### src/wrsi_pkg.sv
`default_nettype none

package wrsi_pkg;

    localparam int PRICE_BITS_DEF    = 32;
    localparam int FRACTION_BITS_DEF = 16;

    localparam int PERIOD_W = 10;
    localparam int COUNT_W  = 11;
    localparam logic [PERIOD_W-1:0] PERIOD_RESET = 10'd14;
    localparam logic [PERIOD_W-1:0] PERIOD_MIN   = 10'd2;

    localparam int CLOSE_W     = 32;
    localparam int S_TDATA_W   = 32;
    localparam int M_TDATA_W   = 16;
    localparam int M_TUSER_W   = 2;

    localparam int RSI_W           = 15;
    localparam int RSI_FRAC_BITS   = 8;
    localparam int NORM_LIMIT_BITS = 48;

    typedef enum logic [2:0] {
        ST_IDLE,
        ST_ACC,
        ST_WDIV,
        ST_SDIFF,
        ST_SDIV,
        ST_NORM,
        ST_RATIO,
        ST_DONE
    } state_t;

    typedef struct packed {
        logic done;
        logic rem_nz;
    } pdiv_stat_t;

endpackage

`default_nettype wire

### src/wrsi_pdiv.sv
`default_nettype none

module wrsi_pdiv #(
    parameter int WIDTH = wrsi_pkg::PRICE_BITS_DEF + wrsi_pkg::FRACTION_BITS_DEF
                          + wrsi_pkg::PERIOD_W
) (
    input  wire logic                          clk,
    input  wire logic                          rst_n,
    input  wire logic                          start,
    input  wire logic [WIDTH-1:0]              dividend,
    input  wire logic [wrsi_pkg::PERIOD_W-1:0] divisor,
    output logic      [WIDTH-1:0]              quotient,
    output wrsi_pkg::pdiv_stat_t               stat
);

    localparam int PW    = wrsi_pkg::PERIOD_W;
    localparam int CNT_W = $clog2(WIDTH + 1);

    logic [WIDTH-1:0] q_reg, q_next;
    logic [PW-1:0]    r_reg, r_next;
    logic [CNT_W-1:0] cnt_reg, cnt_next;
    logic             busy_reg, busy_next;
    logic             done_reg, done_next;
    logic [PW:0]      trial;
    logic             fits;

    // one quotient bit per cycle, msb first
    always_comb
    begin
        trial     = {r_reg, q_reg[WIDTH-1]};
        fits      = trial >= {1'b0, divisor};
        q_next    = q_reg;
        r_next    = r_reg;
        cnt_next  = cnt_reg;
        busy_next = busy_reg;
        done_next = 1'b0;
        if (start)
        begin
            q_next    = dividend;
            r_next    = '0;
            cnt_next  = CNT_W'(WIDTH);
            busy_next = 1'b1;
        end
        else if (busy_reg)
        begin
            q_next   = {q_reg[WIDTH-2:0], fits};
            r_next   = fits ? PW'(trial - {1'b0, divisor}) : trial[PW-1:0];
            cnt_next = cnt_reg - CNT_W'(1);
            if (cnt_reg == CNT_W'(1))
            begin
                busy_next = 1'b0;
                done_next = 1'b1;
            end
        end
    end

    always_ff @(posedge clk or negedge rst_n)
    begin
        if (!rst_n)
        begin
            cnt_reg  <= '0;
            busy_reg <= 1'b0;
            done_reg <= 1'b0;
        end
        else
        begin
            cnt_reg  <= cnt_next;
            busy_reg <= busy_next;
            done_reg <= done_next;
        end
    end

    always_ff @(posedge clk)
    begin
        q_reg <= q_next;
        r_reg <= r_next;
    end

    assign quotient    = q_reg;
    assign stat.done   = done_reg;
    assign stat.rem_nz = r_reg != '0;

endmodule

`default_nettype wire

### src/wrsi_ratio.sv
`default_nettype none

module wrsi_ratio (
    input  wire logic                                 clk,
    input  wire logic                                 rst_n,
    input  wire logic                                 start,
    input  wire logic [wrsi_pkg::NORM_LIMIT_BITS-1:0] gain,
    input  wire logic [wrsi_pkg::NORM_LIMIT_BITS-1:0] loss,
    output logic      [wrsi_pkg::RSI_W-1:0]           rsi,
    output logic                                      done
);

    localparam int NW     = wrsi_pkg::NORM_LIMIT_BITS;
    localparam int RW     = wrsi_pkg::RSI_W;
    localparam int FRAC   = wrsi_pkg::RSI_FRAC_BITS;
    localparam int SUM_W  = NW + 1;
    localparam int PROD_W = NW + 7;
    localparam int LOW_W  = RW - FRAC;
    localparam int CNT_W  = $clog2(RW + 1);

    logic [PROD_W-1:0] g100;
    logic [SUM_W-1:0]  sum;
    logic [SUM_W:0]    trial;
    logic              fits;

    logic [SUM_W-1:0]  rem_reg, rem_next;
    logic [SUM_W-1:0]  s_reg, s_next;
    logic [RW-1:0]     nq_reg, nq_next;
    logic [CNT_W-1:0]  cnt_reg, cnt_next;
    logic              busy_reg, busy_next;
    logic              done_reg, done_next;

    // numerator is (gain * 100) << 8, only its low RW bits are fed serially
    always_comb
    begin
        g100  = (PROD_W'(gain) << 6) + (PROD_W'(gain) << 5) + (PROD_W'(gain) << 2);
        sum   = SUM_W'(gain) + SUM_W'(loss);
        trial = {rem_reg, nq_reg[RW-1]};
        fits  = trial >= {1'b0, s_reg};
        rem_next  = rem_reg;
        s_next    = s_reg;
        nq_next   = nq_reg;
        cnt_next  = cnt_reg;
        busy_next = busy_reg;
        done_next = 1'b0;
        if (start)
        begin
            rem_next  = SUM_W'(g100 >> LOW_W);
            nq_next   = {g100[LOW_W-1:0], {FRAC{1'b0}}};
            s_next    = sum;
            cnt_next  = CNT_W'(RW);
            busy_next = 1'b1;
        end
        else if (busy_reg)
        begin
            nq_next  = {nq_reg[RW-2:0], fits};
            rem_next = fits ? SUM_W'(trial - {1'b0, s_reg}) : trial[SUM_W-1:0];
            cnt_next = cnt_reg - CNT_W'(1);
            if (cnt_reg == CNT_W'(1))
            begin
                busy_next = 1'b0;
                done_next = 1'b1;
            end
        end
    end

    always_ff @(posedge clk or negedge rst_n)
    begin
        if (!rst_n)
        begin
            cnt_reg  <= '0;
            busy_reg <= 1'b0;
            done_reg <= 1'b0;
        end
        else
        begin
            cnt_reg  <= cnt_next;
            busy_reg <= busy_next;
            done_reg <= done_next;
        end
    end

    always_ff @(posedge clk)
    begin
        rem_reg <= rem_next;
        s_reg   <= s_next;
        nq_reg  <= nq_next;
    end

    assign rsi  = nq_reg;
    assign done = done_reg;

endmodule

`default_nettype wire

### src/wilder_rsi_tracker_top.sv
// one request at a time; the next request is taken once the result sits in the output register
// warm-up bars: the first bar goes straight to the result, later ones pass through the accumulate state
// last warm-up bar: also waits for the bit-serial divide by the period
// later bars: smoothing divide by the period, normalizing shifts, then the bit-serial ratio divide
// later bars with both averages zero: no ratio divide
// asynchronous active-low reset clears close history, warm-up count and averages; period -> 14
`default_nettype none

module wilder_rsi_tracker_top #(
    parameter int PRICE_BITS    = wrsi_pkg::PRICE_BITS_DEF,
    parameter int FRACTION_BITS = wrsi_pkg::FRACTION_BITS_DEF
) (
    input  wire logic                            clk,
    input  wire logic                            rst_n,
    input  wire logic                            cfg_we,
    input  wire logic [wrsi_pkg::PERIOD_W-1:0]   cfg_data,
    input  wire logic                            s_tvalid,
    output logic                                 s_tready,
    input  wire logic [wrsi_pkg::S_TDATA_W-1:0]  s_tdata,   // close_price
    output logic                                 m_tvalid,
    input  wire logic                            m_tready,
    output logic      [wrsi_pkg::M_TDATA_W-1:0]  m_tdata,   // rsi_value, pad
    output logic      [wrsi_pkg::M_TUSER_W-1:0]  m_tuser    // valid_res, flat
);

    localparam int PW       = wrsi_pkg::PERIOD_W;
    localparam int CW       = wrsi_pkg::COUNT_W;
    localparam int RW       = wrsi_pkg::RSI_W;
    localparam int NW       = wrsi_pkg::NORM_LIMIT_BITS;
    localparam int AVG_BITS = PRICE_BITS + FRACTION_BITS + PW;

    wrsi_pkg::state_t state_reg, state_next;

    logic [PW-1:0]         period_reg;
    logic [PRICE_BITS-1:0] prev_reg, prev_next;
    logic [CW-1:0]         count_reg, count_next;
    logic [AVG_BITS-1:0]   avg_g_reg, avg_g_next, avg_l_reg, avg_l_next;
    logic [PRICE_BITS-1:0] diff_reg, diff_next;
    logic                  up_reg, up_next;
    logic                  ge_g_reg, ge_g_next, ge_l_reg, ge_l_next;
    logic [AVG_BITS-1:0]   ng_reg, ng_next, nl_reg, nl_next;
    logic [RW-1:0]         res_rsi_reg, res_rsi_next;
    logic                  res_valid_reg, res_valid_next;
    logic                  res_flat_reg, res_flat_next;
    logic                  m_tvalid_reg, m_tvalid_next;
    logic [RW-1:0]         m_rsi_reg, m_rsi_next;
    logic                  m_valid_res_reg, m_valid_res_next;
    logic                  m_flat_reg, m_flat_next;

    logic [PW-1:0]         p_eff;
    logic [CW-1:0]         p_ext;
    logic [PRICE_BITS-1:0] close_in;
    logic                  close_up;
    logic [AVG_BITS-1:0]   mv_g, mv_l;
    logic [AVG_BITS:0]     sum_g, sum_l;
    logic [AVG_BITS-1:0]   sat_g, sat_l;
    logic                  sm_ge_g, sm_ge_l;
    logic [AVG_BITS-1:0]   sm_d_g, sm_d_l;
    logic [AVG_BITS-1:0]   sm_new_g, sm_new_l;
    logic                  both_zero, need_shift;

    logic                  div_start;
    logic [AVG_BITS-1:0]   div_in_g, div_in_l;
    logic [AVG_BITS-1:0]   div_q_g, div_q_l;
    wrsi_pkg::pdiv_stat_t  div_st_g, div_st_l;
    logic                  div_done;

    logic                  rat_start;
    logic [RW-1:0]         rat_q;
    logic                  rat_done;

    // shared arithmetic
    always_comb
    begin
        p_eff    = (period_reg < wrsi_pkg::PERIOD_MIN) ? wrsi_pkg::PERIOD_MIN : period_reg;
        p_ext    = {1'b0, p_eff};
        close_in = PRICE_BITS'(s_tdata);
        close_up = close_in > prev_reg;
        mv_g     = up_reg ? (AVG_BITS'(diff_reg) << FRACTION_BITS) : '0;
        mv_l     = up_reg ? '0 : (AVG_BITS'(diff_reg) << FRACTION_BITS);
        sum_g    = {1'b0, avg_g_reg} + {1'b0, mv_g};
        sum_l    = {1'b0, avg_l_reg} + {1'b0, mv_l};
        sat_g    = sum_g[AVG_BITS] ? '1 : sum_g[AVG_BITS-1:0];
        sat_l    = sum_l[AVG_BITS] ? '1 : sum_l[AVG_BITS-1:0];
        sm_ge_g  = mv_g >= avg_g_reg;
        sm_ge_l  = mv_l >= avg_l_reg;
        sm_d_g   = sm_ge_g ? mv_g - avg_g_reg : avg_g_reg - mv_g;
        sm_d_l   = sm_ge_l ? mv_l - avg_l_reg : avg_l_reg - mv_l;
        // the new average rounds down: floor of the step on the way up, ceil on the way down
        sm_new_g = ge_g_reg ? avg_g_reg + div_q_g
                            : avg_g_reg - div_q_g - AVG_BITS'(div_st_g.rem_nz);
        sm_new_l = ge_l_reg ? avg_l_reg + div_q_l
                            : avg_l_reg - div_q_l - AVG_BITS'(div_st_l.rem_nz);
        both_zero  = (ng_reg == '0) && (nl_reg == '0);
        need_shift = ((ng_reg >> NW) != '0) || ((nl_reg >> NW) != '0);
        div_in_g   = (state_reg == wrsi_pkg::ST_ACC) ? sat_g : sm_d_g;
        div_in_l   = (state_reg == wrsi_pkg::ST_ACC) ? sat_l : sm_d_l;
        div_done   = div_st_g.done & div_st_l.done;
    end

    // next state
    always_comb
    begin
        state_next = state_reg;
        unique case (state_reg)
            wrsi_pkg::ST_IDLE:
            begin
                if (s_tvalid)
                begin
                    priority if (count_reg > p_ext)
                        state_next = wrsi_pkg::ST_SDIFF;
                    else if (count_reg == '0)
                        state_next = wrsi_pkg::ST_DONE;
                    else
                        state_next = wrsi_pkg::ST_ACC;
                end
            end
            wrsi_pkg::ST_ACC:
                state_next = (count_reg == p_ext) ? wrsi_pkg::ST_WDIV : wrsi_pkg::ST_DONE;
            wrsi_pkg::ST_WDIV:
                if (div_done)
                    state_next = wrsi_pkg::ST_DONE;
            wrsi_pkg::ST_SDIFF:
                state_next = wrsi_pkg::ST_SDIV;
            wrsi_pkg::ST_SDIV:
                if (div_done)
                    state_next = wrsi_pkg::ST_NORM;
            wrsi_pkg::ST_NORM:
            begin
                priority if (both_zero)
                    state_next = wrsi_pkg::ST_DONE;
                else if (!need_shift)
                    state_next = wrsi_pkg::ST_RATIO;
            end
            wrsi_pkg::ST_RATIO:
                if (rat_done)
                    state_next = wrsi_pkg::ST_DONE;
            wrsi_pkg::ST_DONE:
                if (!m_tvalid_reg || m_tready)
                    state_next = wrsi_pkg::ST_IDLE;
        endcase
    end

    // outputs and datapath
    always_comb
    begin
        prev_next        = prev_reg;
        count_next       = count_reg;
        avg_g_next       = avg_g_reg;
        avg_l_next       = avg_l_reg;
        diff_next        = diff_reg;
        up_next          = up_reg;
        ge_g_next        = ge_g_reg;
        ge_l_next        = ge_l_reg;
        ng_next          = ng_reg;
        nl_next          = nl_reg;
        res_rsi_next     = res_rsi_reg;
        res_valid_next   = res_valid_reg;
        res_flat_next    = res_flat_reg;
        m_tvalid_next    = m_tvalid_reg & ~m_tready;
        m_rsi_next       = m_rsi_reg;
        m_valid_res_next = m_valid_res_reg;
        m_flat_next      = m_flat_reg;
        div_start        = 1'b0;
        rat_start        = 1'b0;
        unique case (state_reg)
            wrsi_pkg::ST_IDLE:
            begin
                if (s_tvalid)
                begin
                    prev_next      = close_in;
                    up_next        = close_up;
                    diff_next      = close_up ? close_in - prev_reg : prev_reg - close_in;
                    res_rsi_next   = '0;
                    res_valid_next = 1'b0;
                    res_flat_next  = 1'b0;
                    if (count_reg == '0)
                        count_next = count_reg + CW'(1);
                end
            end
            wrsi_pkg::ST_ACC:
            begin
                avg_g_next = sat_g;
                avg_l_next = sat_l;
                count_next = count_reg + CW'(1);
                if (count_reg == p_ext)
                    div_start = 1'b1;
            end
            wrsi_pkg::ST_WDIV:
            begin
                if (div_done)
                begin
                    avg_g_next = div_q_g;
                    avg_l_next = div_q_l;
                end
            end
            wrsi_pkg::ST_SDIFF:
            begin
                ge_g_next = sm_ge_g;
                ge_l_next = sm_ge_l;
                div_start = 1'b1;
            end
            wrsi_pkg::ST_SDIV:
            begin
                if (div_done)
                begin
                    avg_g_next = sm_new_g;
                    avg_l_next = sm_new_l;
                    ng_next    = sm_new_g;
                    nl_next    = sm_new_l;
                end
            end
            wrsi_pkg::ST_NORM:
            begin
                priority if (both_zero)
                begin
                    res_valid_next = 1'b1;
                    res_flat_next  = 1'b1;
                end
                else if (need_shift)
                begin
                    ng_next = ng_reg >> 1;
                    nl_next = nl_reg >> 1;
                end
                else
                    rat_start = 1'b1;
            end
            wrsi_pkg::ST_RATIO:
            begin
                if (rat_done)
                begin
                    res_rsi_next   = rat_q;
                    res_valid_next = 1'b1;
                end
            end
            wrsi_pkg::ST_DONE:
            begin
                if (!m_tvalid_reg || m_tready)
                begin
                    m_tvalid_next    = 1'b1;
                    m_rsi_next       = res_rsi_reg;
                    m_valid_res_next = res_valid_reg;
                    m_flat_next      = res_flat_reg;
                end
            end
        endcase
    end

    always_ff @(posedge clk or negedge rst_n)
    begin
        if (!rst_n)
        begin
            state_reg    <= wrsi_pkg::ST_IDLE;
            period_reg   <= wrsi_pkg::PERIOD_RESET;
            prev_reg     <= '0;
            count_reg    <= '0;
            avg_g_reg    <= '0;
            avg_l_reg    <= '0;
            m_tvalid_reg <= 1'b0;
        end
        else
        begin
            state_reg    <= state_next;
            if (cfg_we)
                period_reg <= cfg_data;
            prev_reg     <= prev_next;
            count_reg    <= count_next;
            avg_g_reg    <= avg_g_next;
            avg_l_reg    <= avg_l_next;
            m_tvalid_reg <= m_tvalid_next;
        end
    end

    always_ff @(posedge clk)
    begin
        diff_reg        <= diff_next;
        up_reg          <= up_next;
        ge_g_reg        <= ge_g_next;
        ge_l_reg        <= ge_l_next;
        ng_reg          <= ng_next;
        nl_reg          <= nl_next;
        res_rsi_reg     <= res_rsi_next;
        res_valid_reg   <= res_valid_next;
        res_flat_reg    <= res_flat_next;
        m_rsi_reg       <= m_rsi_next;
        m_valid_res_reg <= m_valid_res_next;
        m_flat_reg      <= m_flat_next;
    end

    wrsi_pdiv #(
        .WIDTH (AVG_BITS)
    ) u_div_gain (
        .clk      (clk),
        .rst_n    (rst_n),
        .start    (div_start),
        .dividend (div_in_g),
        .divisor  (p_eff),
        .quotient (div_q_g),
        .stat     (div_st_g)
    );

    wrsi_pdiv #(
        .WIDTH (AVG_BITS)
    ) u_div_loss (
        .clk      (clk),
        .rst_n    (rst_n),
        .start    (div_start),
        .dividend (div_in_l),
        .divisor  (p_eff),
        .quotient (div_q_l),
        .stat     (div_st_l)
    );

    wrsi_ratio u_ratio (
        .clk   (clk),
        .rst_n (rst_n),
        .start (rat_start),
        .gain  (NW'(ng_reg)),
        .loss  (NW'(nl_reg)),
        .rsi   (rat_q),
        .done  (rat_done)
    );

    assign s_tready = state_reg == wrsi_pkg::ST_IDLE;
    assign m_tvalid = m_tvalid_reg;
    assign m_tdata  = {1'b0, m_rsi_reg};
    assign m_tuser  = {m_flat_reg, m_valid_res_reg};

endmodule

`default_nettype wire

### config.mk
export PLATFORM = sky130hd
export DESIGN_NAME = wilder_rsi_tracker_top
export DESIGN_NICKNAME = d
export VERILOG_FILES = /design/src/wrsi_pkg.sv /design/src/wrsi_pdiv.sv /design/src/wrsi_ratio.sv /design/src/wilder_rsi_tracker_top.sv
export SDC_FILE = /design/constraint.sdc
export NUM_CORES = 2
export LEC_CHECK = 0
export BUFFER_PORTS_ARGS = -buffer_cell sky130_fd_sc_hd__buf_2
export CORE_ASPECT_RATIO = 0.9
export CORE_MARGIN = 2
export CORE_UTILIZATION = 45
export DETAILED_ROUTE_END_ITERATION = 12
export PLACE_DENSITY = 0.58
export SYNTH_ARGS = -nofsm -noshare
export SYNTH_HDL_FRONTEND = slang
export SYNTH_HIERARCHICAL = 1
export SYNTH_SLANG_ARGS = --single-unit
### constraint.sdc
create_clock -name clk -period 13.5 [get_ports clk]
set_clock_uncertainty 0.2 [all_clocks]
set_input_delay 2.7 -clock clk [delete_from_list [all_inputs] [get_ports clk]]
set_output_delay 2.7 -clock clk [all_outputs]
set_load 0.02 [all_outputs]
==> impl_metrics.ini <==
[status]
status = completed

[setup_path]
cp_top_family = compound AO/OA/AOI/OAI gates
slowest_stage = a221oi_1
r2r_slack_ns = 6.66
cp-start-kind = primary input
path_buf_inv = 4
slowest_delay_ns = 0.60
worstPathArrival_ns = 7.16
cp.required_ns = 13.72
startpoint = s_tdata[15]
cp_cell_sequence = buf_2 > inv_1 > ha_1 > nand2_1 > o21ai_0 > a21oi_1 > o21bai_1 > a221oi_1 > o211ai_1 > nand2_1 > buf_4 > inv_2 > o31a_1 > a2111oi_2 > o31ai_1 > a21oi_1 > xnor2_1
r2r-end = u_div_loss/quotient[55]$_DFFE_PP_
path_class = primary input to flip-flop
timing.rr.start = up_reg$_DFFE_PP_
critical_path.endpoint = diff_reg[28]$_DFFE_PP_
path_max_fanout = 13
ff2ff_path_depth = 17
end_kind = flip-flop
cp.depth = 17

[sta]
rsz0062_at_grt = false
fin_crit_ns = 6.94
finalCritPeriodShare_pct = 51.4
drv_slew = 0
setup_tns_ns = 0
setup_viol = 0
slew_headroom_pct = 3.28
fmax_mhz = 144
final_hold_viol_count = 0
worst_pin_slew_ns = 1.44

[layout]
area_delta_synth_final_pct = 6.53
fin_nets = 9592
final_common_cell = a21oi_1
fillCellCount = 15500
mostFrequentLayoutCells = a21oi_1, nor2_1, ha_1, inv_1, nand2_1
drive_above_1_share_pct = 6.23

[synth]
ys_warn_count = 6
synth_edf_count = 405
syn_area_mm2 = 0.0710
synthesis.nets = 9836
avgSynthCellArea_um2 = 7.93
synth_largest_area_cell = edfxtp_1
ys_ff_latch = 629
async_flop_share_pct = 31.0
synth_top_flop_cell = edfxtp_1
synth_top_cell_area_share_pct = 17.1
synthDistinctLibCells = 112
yosysSeqAreaShare_pct = 24.8
synth_top_cells_by_area = edfxtp_1, ha_1, a21oi_1, dfrtp_1, xnor2_1
netlist_instances = 8960

[cts]
htreeDepth = 3
cts_hold_buf = 0
post_cts_buffers = 0
cts_buffers = 83
ctsResizeCount = 0
max-clock-path-buffers = 3
clock_latency_ns = 0.73
clockRootBuffer = clkbuf_16
clk_pin_slew_ns = 0.06
cts_tree = built
clkSinkCount = 629

[placed_design]
port_buffers = 65
gp_congestion = 0.973
hpwlAfterDp_um = 200000

[floorplanning]
rows = 138
die-area_mm2 = 0.161
fp.dieH_um = 381
die_w_um = 423
coreArea_mm2 = 0.157
ioPinCount = 67
start_util_pct = 45.3

[grt]
grt_pass1_vias = 63600
grt_max_degree = 118
grt-ovfl-total = 0
grt_pass1_wl_um = 394000
antenna_found_initial = 8
grt_usage_pct = 31.1

[drt]
drcViolationCount = 0
dr.pass1.iters = 7
drt_first_iter_violations = 7649
wirelength_um = 260000
vias = 68000
ant_nets = 0
vias_per_cell = 6.25
wl_per_cell_um = 23.9

[min_path]
holdCritPathClass = flip-flop to flip-flop

[job]
drv_cap = 0
==> final cells by class <==
type	count	area, um^2	share of cell area (%)
flip-flops and latches	629	17600	23.3
clock buffers	103	2220	2.94
diodes	2	5.00	0.00661
well taps	2100	2630	3.47
repair buffers	135	886	1.17
inverters	741	2790	3.68
clock inverters	50	678	0.896
multi-input cells	7126	48800	64.5
==> worst register-to-register path, cell delays in order, from the launching register on <==
cell       delay, ns
edfxtp_1        0.32
buf_4           0.49
nand2b_1        0.51
inv_1           0.18
ha_1            0.37
nor2b_1         0.15
o21ai_0         0.27
a21oi_1         0.17
o21ai_0         0.46
a211oi_1        0.29
o41ai_1         0.83
a21oi_1         0.51
a31o_2          0.40
a2111oi_0       0.76
o21ai_0         0.19
o311ai_0        0.13
o21ai_0         0.13
mux2_2          0.27
==> per-layer routing <==
metal,share of wire (%),vias up,global-route usage (%),wire length [um]
met4,3.9,6,10.9,10100
met2,42,2936,46.0,108000
li1,-,31800,-,-
met1,46,32800,45.3,120000
met5,0.014,-,0,37
met3,8.2,425,5.19,21400
==> synth_stat cells (all sizes together), types with 130 or more instances <==
master,count
xor2,142
xnor2,364
o21ai,605
dfrtp,192
nor2,838
edfxtp,405
inv,730
nand3,188
o21bai,162
nor3,168
ha,768
nand2,707
nand4,130
a21o,265
mux2,140
clkbuf,366
a21oi,1024
==> logic make-up after synthesis <==
| kind of cell | count (synthesis) | synth area share, % |
|---|---|---|
| compound gates | 2967 | 26.5 |
| buf+inv | 1205 | 6.60 |
| xor+xnor | 506 | 6.24 |
| other cells | 1 | 0.00528 |
| mux | 246 | 3.72 |
| flops | 629 | 24.8 |
| simple gates | 2567 | 16.8 |
| fa+ha+maj | 839 | 15.4 |
==> per-stage QoR <==
stage / area (um^2) / setup WS (ns) / utilization, % / hold slack, ns / instances
6_report: 75700 / 6.56 / 48.2 / 0.216 / 10900
5_1_grt: 75700 / 6.32 / 48.2 / 0.223 / 10900
4_1_cts: 75700 / 6.64 / 48.2 / 0.219 / 10900
3_5_place_dp: 72800 / 5.91 / 46.4 / 0.205 / 10700
3_3_place_gp: 72800 / 5.90 / 46.4 / 0.204 / 10700
2_1_floorplan: 71000 / 2.90 / - / 0.200 / 8960
==> worst min path at each step <==
stage | from | end | slack, ns | cells after the start
after floorplan | res_flat_reg$_DFFE_PP_ | m_flat_reg$_DFFE_PP_ | 0.20 | 0
after global placement | res_rsi_reg[14]$_SDFFCE_PN0P_ | m_rsi_reg[14]$_DFFE_PP_ | 0.20 | 0
after detailed placement | res_rsi_reg[1]$_SDFFCE_PN0P_ | m_rsi_reg[1]$_DFFE_PP_ | 0.20 | 0
after CTS | res_rsi_reg[1]$_SDFFCE_PN0P_ | m_rsi_reg[1]$_DFFE_PP_ | 0.22 | 0
after global routing | res_rsi_reg[14]$_SDFFCE_PN0P_ | m_rsi_reg[14]$_DFFE_PP_ | 0.22 | 0
final | res_rsi_reg[7]$_SDFFCE_PN0P_ | m_rsi_reg[7]$_DFFE_PP_ | 0.22 | 0
Power is not shown: default switching activity piles up to over one toggle a cycle in this logic, so the estimate is an artifact.
